$ cat src/rtl/core/crsh_pkg.sv
// ----------------------------------------------------------------------------
// Closest ray-sphere hit package
// Shared payload types, controller commands and fixed-point helpers.
// ----------------------------------------------------------------------------
`timescale 1ns / 1ps
`default_nettype none

package crsh_pkg;

  localparam int unsigned CountWidth = 7;
  localparam int unsigned IndexWidth = 6;

  typedef enum logic [0:0] {
    ACT_LOAD  = 1'b0,
    ACT_QUERY = 1'b1
  } action_e;

  typedef struct packed {
    logic               action;
    logic [5:0]         entry_index;
    logic signed [31:0] point_x;
    logic signed [31:0] point_y;
    logic signed [31:0] point_z;
    logic signed [31:0] dir_x;
    logic signed [31:0] dir_y;
    logic signed [31:0] dir_z;
    logic signed [31:0] scalar_a;
    logic signed [31:0] scalar_b;
  } req_t;

  typedef struct packed {
    logic               hit;
    logic [5:0]         sphere_index;
    logic signed [31:0] distance;
  } rsp_t;

  typedef enum logic [3:0] {
    ST_DXX = 4'd0,
    ST_DYY = 4'd1,
    ST_DZZ = 4'd2,
    ST_CDX = 4'd3,
    ST_CDY = 4'd4,
    ST_CDZ = 4'd5,
    ST_CXX = 4'd6,
    ST_CYY = 4'd7,
    ST_CZZ = 4'd8,
    ST_RR  = 4'd9,
    ST_HH  = 4'd10,
    ST_AC  = 4'd11
  } step_e;

  typedef enum logic [3:0] {
    S_IDLE,
    S_READ,
    S_CO,
    S_MUL,
    S_ACC,
    S_CHECK,
    S_SQRT,
    S_DIVI,
    S_DIV,
    S_ROOT,
    S_NEXT,
    S_DONE
  } state_e;

  typedef struct packed {
    logic  load_wr;
    logic  latch_query;
    logic  rd_en;
    logic  latch_co;
    logic  mul_en;
    logic  acc_en;
    step_e step;
    logic  sqrt_init;
    logic  sqrt_step;
    logic  div_init;
    logic  div_far;
    logic  div_step;
    logic  root_check;
    logic  out_load;
  } cmd_t;

  typedef struct packed {
    logic skip;
  } status_t;

  function automatic logic signed [31:0] sat32(input logic signed [52:0] v);
    logic signed [31:0] r;
    if (v > 53'sd2147483647) begin
      r = 32'sh7fffffff;
    end else if (v < -53'sd2147483648) begin
      r = 32'sh80000000;
    end else begin
      r = v[31:0];
    end
    return r;
  endfunction

endpackage

`default_nettype wire

$ cat src/rtl/core/crsh_ctrl.sv
// ----------------------------------------------------------------------------
// Closest ray-sphere hit controller
// Sequences table reads, products, square root, division and root checks.
// ----------------------------------------------------------------------------
`timescale 1ns / 1ps
`default_nettype none

module crsh_ctrl #(
  parameter int unsigned MaxSpheres = 64,
  localparam int unsigned Iw = (MaxSpheres > 1) ? $clog2(MaxSpheres) : 1
) (
  input  wire logic                     clk_i,
  input  wire logic                     rst_ni,
  input  wire logic                     req_valid_i,
  input  wire logic                     req_action_i,
  output logic                          req_ready_o,
  input  wire logic                     cfg_we_i,
  input  wire logic [crsh_pkg::CountWidth-1:0] cfg_wdata_i,
  input  wire logic                     rsp_ready_i,
  output logic                          rsp_valid_o,
  input  wire crsh_pkg::status_t        status_i,
  output crsh_pkg::cmd_t                cmd_o,
  output logic [Iw-1:0]                 idx_o
);

  crsh_pkg::state_e state_q, state_d;
  crsh_pkg::step_e  step_q, step_d;
  logic [Iw-1:0]    idx_q, idx_d;
  logic [5:0]       cnt_q, cnt_d;
  logic             far_q, far_d;
  logic             rsp_valid_q, rsp_valid_d;
  logic [crsh_pkg::CountWidth-1:0] count_q;
  logic [31:0]      limit;
  logic             last;

  assign limit = (32'(count_q) > 32'(MaxSpheres)) ? 32'(MaxSpheres) : 32'(count_q);
  assign last  = (32'(idx_q) + 32'd1) >= limit;

  always_ff @(posedge clk_i or negedge rst_ni) begin
    if (!rst_ni) begin
      state_q     <= crsh_pkg::S_IDLE;
      step_q      <= crsh_pkg::ST_DXX;
      idx_q       <= '0;
      cnt_q       <= '0;
      far_q       <= 1'b0;
      rsp_valid_q <= 1'b0;
      count_q     <= '0;
    end else begin
      state_q     <= state_d;
      step_q      <= step_d;
      idx_q       <= idx_d;
      cnt_q       <= cnt_d;
      far_q       <= far_d;
      rsp_valid_q <= rsp_valid_d;
      if (cfg_we_i) begin
        count_q <= cfg_wdata_i;
      end
    end
  end

  always_comb begin
    state_d     = state_q;
    step_d      = step_q;
    idx_d       = idx_q;
    cnt_d       = cnt_q;
    far_d       = far_q;
    rsp_valid_d = rsp_valid_q && !rsp_ready_i;
    cmd_o       = '0;
    cmd_o.step  = step_q;
    cmd_o.div_far = far_q;
    req_ready_o = 1'b0;
    unique case (state_q)
      crsh_pkg::S_IDLE: begin
        req_ready_o = 1'b1;
        if (req_valid_i) begin
          if (req_action_i == crsh_pkg::ACT_QUERY) begin
            cmd_o.latch_query = 1'b1;
            idx_d   = '0;
            state_d = (limit == 32'd0) ? crsh_pkg::S_DONE : crsh_pkg::S_READ;
          end else begin
            cmd_o.load_wr = 1'b1;
          end
        end
      end
      crsh_pkg::S_READ: begin
        cmd_o.rd_en = 1'b1;
        state_d = crsh_pkg::S_CO;
      end
      crsh_pkg::S_CO: begin
        cmd_o.latch_co = 1'b1;
        step_d  = crsh_pkg::ST_DXX;
        state_d = crsh_pkg::S_MUL;
      end
      crsh_pkg::S_MUL: begin
        cmd_o.mul_en = 1'b1;
        state_d = crsh_pkg::S_ACC;
      end
      crsh_pkg::S_ACC: begin
        cmd_o.acc_en = 1'b1;
        if (step_q == crsh_pkg::ST_AC) begin
          state_d = crsh_pkg::S_CHECK;
        end else begin
          step_d  = crsh_pkg::step_e'(step_q + 4'd1);
          state_d = crsh_pkg::S_MUL;
        end
      end
      crsh_pkg::S_CHECK: begin
        if (status_i.skip) begin
          state_d = crsh_pkg::S_NEXT;
        end else begin
          cmd_o.sqrt_init = 1'b1;
          cnt_d   = '0;
          far_d   = 1'b0;
          state_d = crsh_pkg::S_SQRT;
        end
      end
      crsh_pkg::S_SQRT: begin
        cmd_o.sqrt_step = 1'b1;
        cnt_d = cnt_q + 6'd1;
        if (cnt_q == 6'd31) begin
          state_d = crsh_pkg::S_DIVI;
        end
      end
      crsh_pkg::S_DIVI: begin
        cmd_o.div_init = 1'b1;
        cnt_d   = '0;
        state_d = crsh_pkg::S_DIV;
      end
      crsh_pkg::S_DIV: begin
        cmd_o.div_step = 1'b1;
        cnt_d = cnt_q + 6'd1;
        if (cnt_q == 6'd49) begin
          state_d = crsh_pkg::S_ROOT;
        end
      end
      crsh_pkg::S_ROOT: begin
        cmd_o.root_check = 1'b1;
        if (!far_q) begin
          far_d   = 1'b1;
          state_d = crsh_pkg::S_DIVI;
        end else begin
          state_d = crsh_pkg::S_NEXT;
        end
      end
      crsh_pkg::S_NEXT: begin
        if (last) begin
          state_d = crsh_pkg::S_DONE;
        end else begin
          idx_d   = idx_q + 1'b1;
          state_d = crsh_pkg::S_READ;
        end
      end
      crsh_pkg::S_DONE: begin
        if (!rsp_valid_q || rsp_ready_i) begin
          cmd_o.out_load = 1'b1;
          rsp_valid_d = 1'b1;
          state_d = crsh_pkg::S_IDLE;
        end
      end
      default: state_d = crsh_pkg::S_IDLE;
    endcase
  end

  assign rsp_valid_o = rsp_valid_q;
  assign idx_o       = idx_q;

endmodule

`default_nettype wire

$ cat config.mk
export PLATFORM = sky130hd
export DESIGN_NAME = crsh_ctrl
export DESIGN_NICKNAME = d
export VERILOG_FILES = /design/src/rtl/core/crsh_pkg.sv /design/src/rtl/core/crsh_ctrl.sv
export SDC_FILE = /design/constraint.sdc
export NUM_CORES = 1
export LEC_CHECK = 0
export ABC_AREA = 1
export BUFFER_PORTS_ARGS = -buffer_cell sky130_fd_sc_hd__buf_2
export CAP_MARGIN = 30
export CORE_ASPECT_RATIO = 2
export CORE_MARGIN = 4
export CORE_UTILIZATION = 40
export DETAILED_ROUTE_END_ITERATION = 8
export GPL_TIMING_DRIVEN = 0
export HOLD_SLACK_MARGIN = 0.08
export RECOVER_POWER = 100
export SETUP_SLACK_MARGIN = 0.1
export SLEW_MARGIN = 20
export SYNTH_ARGS = -nofsm -noshare
export SYNTH_HDL_FRONTEND = slang
export SYNTH_SLANG_ARGS = --single-unit
$ cat constraint.sdc
create_clock -name clk_i -period 5.94 [get_ports clk_i]
set_input_delay 0 -clock clk_i [delete_from_list [all_inputs] [get_ports clk_i]]
set_output_delay 0 -clock clk_i [all_outputs]
set_load 0.02 [all_outputs]
==> results.yml <==
run_status:
  outcome: "finished, violations left"
  violations: "capacitance limit, slew limit"
setup_path:
  worst_path_most_repeated_cell: "nand2_1"
  crit_chain: "ha_1 > nand2_1 > inv_1 > nand3_1 > nand2_1 > inv_1 > ha_1 > nand2_1 > nand2_1 > a21oi_1 > nand3_2 > nand2_1 > inv_1 > nand2_1 > nand2_1"
  crit_start: "idx_o[0]$_DFFE_PN0P_"
  critPathCapture: "idx_o[2]$_DFFE_PN0P_"
  start_kind: "register"
  critPathMaxStageDelay_ns: 0.45
  worst-setup-path-type: "reg -> reg"
  ff2ff_path_depth: 15
  cp-end-kind: "register"
  cp_data_arrival_time_ns: 2.56
  path_max_fanout: 9
  r2r-start: "idx_o[0]$_DFFE_PN0P_"
  rrSetupSlack_ns: 3.55
  worstPathRequired_ns: 6.11
  crit_slowest_cell: "dfrtp_1"
  reg2reg_to: "idx_o[2]$_DFFE_PN0P_"
floorplan:
  die_h_um: 105
  die_w_um: 56.6
  io_pins: 39
  rows: 35
  dieArea_sq_um: 5950
  initial_utilization: 0.411
  core-area_sq_um: 4600
sta:
  max_slew.worst_pin.slew_ns: 1.63
  fin_hold_ws_ns: 0.102
  min_period_ns: 2.39
  fmax_mhz: 419
  tns_ns: 0
  hold_viol_final: 0
  period_share: 0.402
  grt_setup_unrepaired: "false"
  finalMaxSlewViolations: 30
  fin_worst_skew_ns: 0.00221
  finalSetupViolations: 0
  slew_headroom: -0.0853
  setup_ws_ns: 3.55
drt:
  vias: 1799
  firstDrtPassIters: 6
  ant_nets: 0
  wl_um: 4180
  route.detailed.drc: 0
  drt_iter0_markers: 33
  viasPerCell: 4.75
  wire_per_inst_um: 11.0
pwr:
  power.leakage_nw: 1.24
  power-per-cell-area_nw_per_um2: 344
  vdd_drop_max_v: 0.000195
placement:
  place.gp.congestion: 0.843
  dpl.hpwl_um: 3360
  dpl-instance-area_sq_um: 2150
  io_buffers: 38
  place_ws_ns: 3.72
logic_synthesis:
  ys_ff_latch: 29
  synthTopCellsByArea: "dfrtp_1 (38%), nand2_1 (16%), inv_1 (7.4%)"
  synth_top_area_share: 0.384
  synthesis.instances: 266
  netlist_top_cells_count: "nand2_1 (80), inv_1 (37), dfrtp_1 (29), nor2_1 (29), o21ai_0 (19)"
  ys_seq_area_frac: 0.384
  yosysWarnings: 0
  yosysUniqueCellTypes: 23
  mappedNetlistNets: 291
  yosysMostFrequentCell: "nand2_1"
  synth_edf_count: 0
  synth.avg_cell_area_sq_um: 7.10
  syn_area_sq_um: 1890
  synth-async-reset-ratio: 1.00
  synthFlopType: "dfrtp_1"
  yosys.area.top_type: "dfrtp_1"
finish:
  final_nets: 348
  n_fill_cell: 527
  syn_to_final_growth_pct: 21.4
  n_antenna_cell: 0
  finalInstanceArea_sq_um: 2290
  drive_gt1_frac: 0.114
  multi_input_area_sq_um: 947
  ff_latch_area_sq_um: 726
clock_network:
  htreeDepth: 2
  clk_pin_slew_ns: 0.06
  cts_tree: "built"
  clock_latency_ns: 0.27
  clk_path_buf_depth: 2
  cts_root_buffer: "clkbuf_8"
  cts_buffers: 5
  clkSinkCount: 29
  post_cts_buffers: 0
global_routing:
  grt_pass1_wl_um: 7380
  overflow: 0
  antenna_found_initial: 0
  track_usage: 0.156
  grt_max_degree: 30
  grt_pass1_vias: 1761
min_path:
  hold_path.class: "in -> reg"
job:
  maxCapViolations: 1
area by class of cell:
type | instances | share of cell area
well taps | 55 | 0.0300
clock buffers | 5 | 0.0300
inverters | 43 | 0.0704
multi-input cells | 191 | 0.413
flip-flops and latches | 29 | 0.317
plain buffers | 3 | 0.00819
clock inverters | 3 | 0.00764
repair buffers | 50 | 0.124
cells in the final DEF, fill, tap and decap left out, drive strengths merged, types with 11 or more instances in the layout:
cell type / count
buf: 19
clkbuf: 27
dfrtp: 29
dlygate4sd3: 12
ha: 11
inv: 43
nand2: 87
nand3: 19
nor2: 35
o21ai: 21
sequential cells by signal, summed over array words and instances, names as in the netlist:
register and count:
far_q 1, state_q 4, idx_o 6, step_q 4, cnt_q 6, count_q 7, rsp_valid_o 1
worst max-delay path: cells and delay by family, from the launching register on:
family                     cells  cell delay (ns)
buffers and inverters          3             0.28
and+or+nand+nor                9             0.84
AOI/OAI and AO/OA              1             0.22
DFF                            1             0.45
adders and majority gates      2             0.49
report_power, final:
group          switching [mW]  internal, mW
clock                  0.0759        0.0806
combinational           0.235         0.113
sequential             0.0431         0.240
through the flow:
step | std cells | util | power [mW]
global route | 379 | 0.499 | 0.866
CTS | 379 | 0.512 | 0.831
detailed placement | 359 | 0.467 | 0.659
finish | 379 | 0.499 | 0.788
floorplan | 266 | - | 0.555
global placement | 359 | 0.467 | 0.657
metal layers:
metal / track usage / vias up / wire length, um / part of all wire
met4: 0.0798 / 0 / 148 / 0.035
met2: 0.289 / 32 / 2300 / 0.55
met5: 0 / - / 0 / 0
met3: 0.0247 / 12 / 149 / 0.036
met1: 0.160 / 817 / 1580 / 0.38
li1: - / 938 / - / -
what timing repair did:
item                      in CTS  in global routing
gates resized for setup        0                  0
hold endpoints to repair      38                  0
hold buffers                  12                  0
cells by family (layout without fill, tap and decap cells):
logic type,after synthesis,count (layout),synth area share
xor+xnor,5,5,0.0232
fa+ha+maj,11,11,0.0729
flops,29,29,0.384
simple gates,145,145,0.340
buf+inv,46,104,0.0954
mux,1,1,0.00596
compound gates,29,29,0.0782
worst min path at each step:
stage	slack, ns	to	start	cells after the start
floorplan	-0.30	cnt_q[0]$_DFFE_PN0P_	rst_ni	0
global placement	0.08	cnt_q[1]$_DFFE_PN0P_	rst_ni	1
detailed placement	0.09	cnt_q[1]$_DFFE_PN0P_	rst_ni	1
CTS	0.11	state_q[2]$_DFFE_PN0P_	status_i	4
global route	0.15	state_q[2]$_DFFE_PN0P_	status_i	4
finish	0.10	state_q[2]$_DFFE_PN0P_	status_i	4
(Power assumes the default switching activity.)
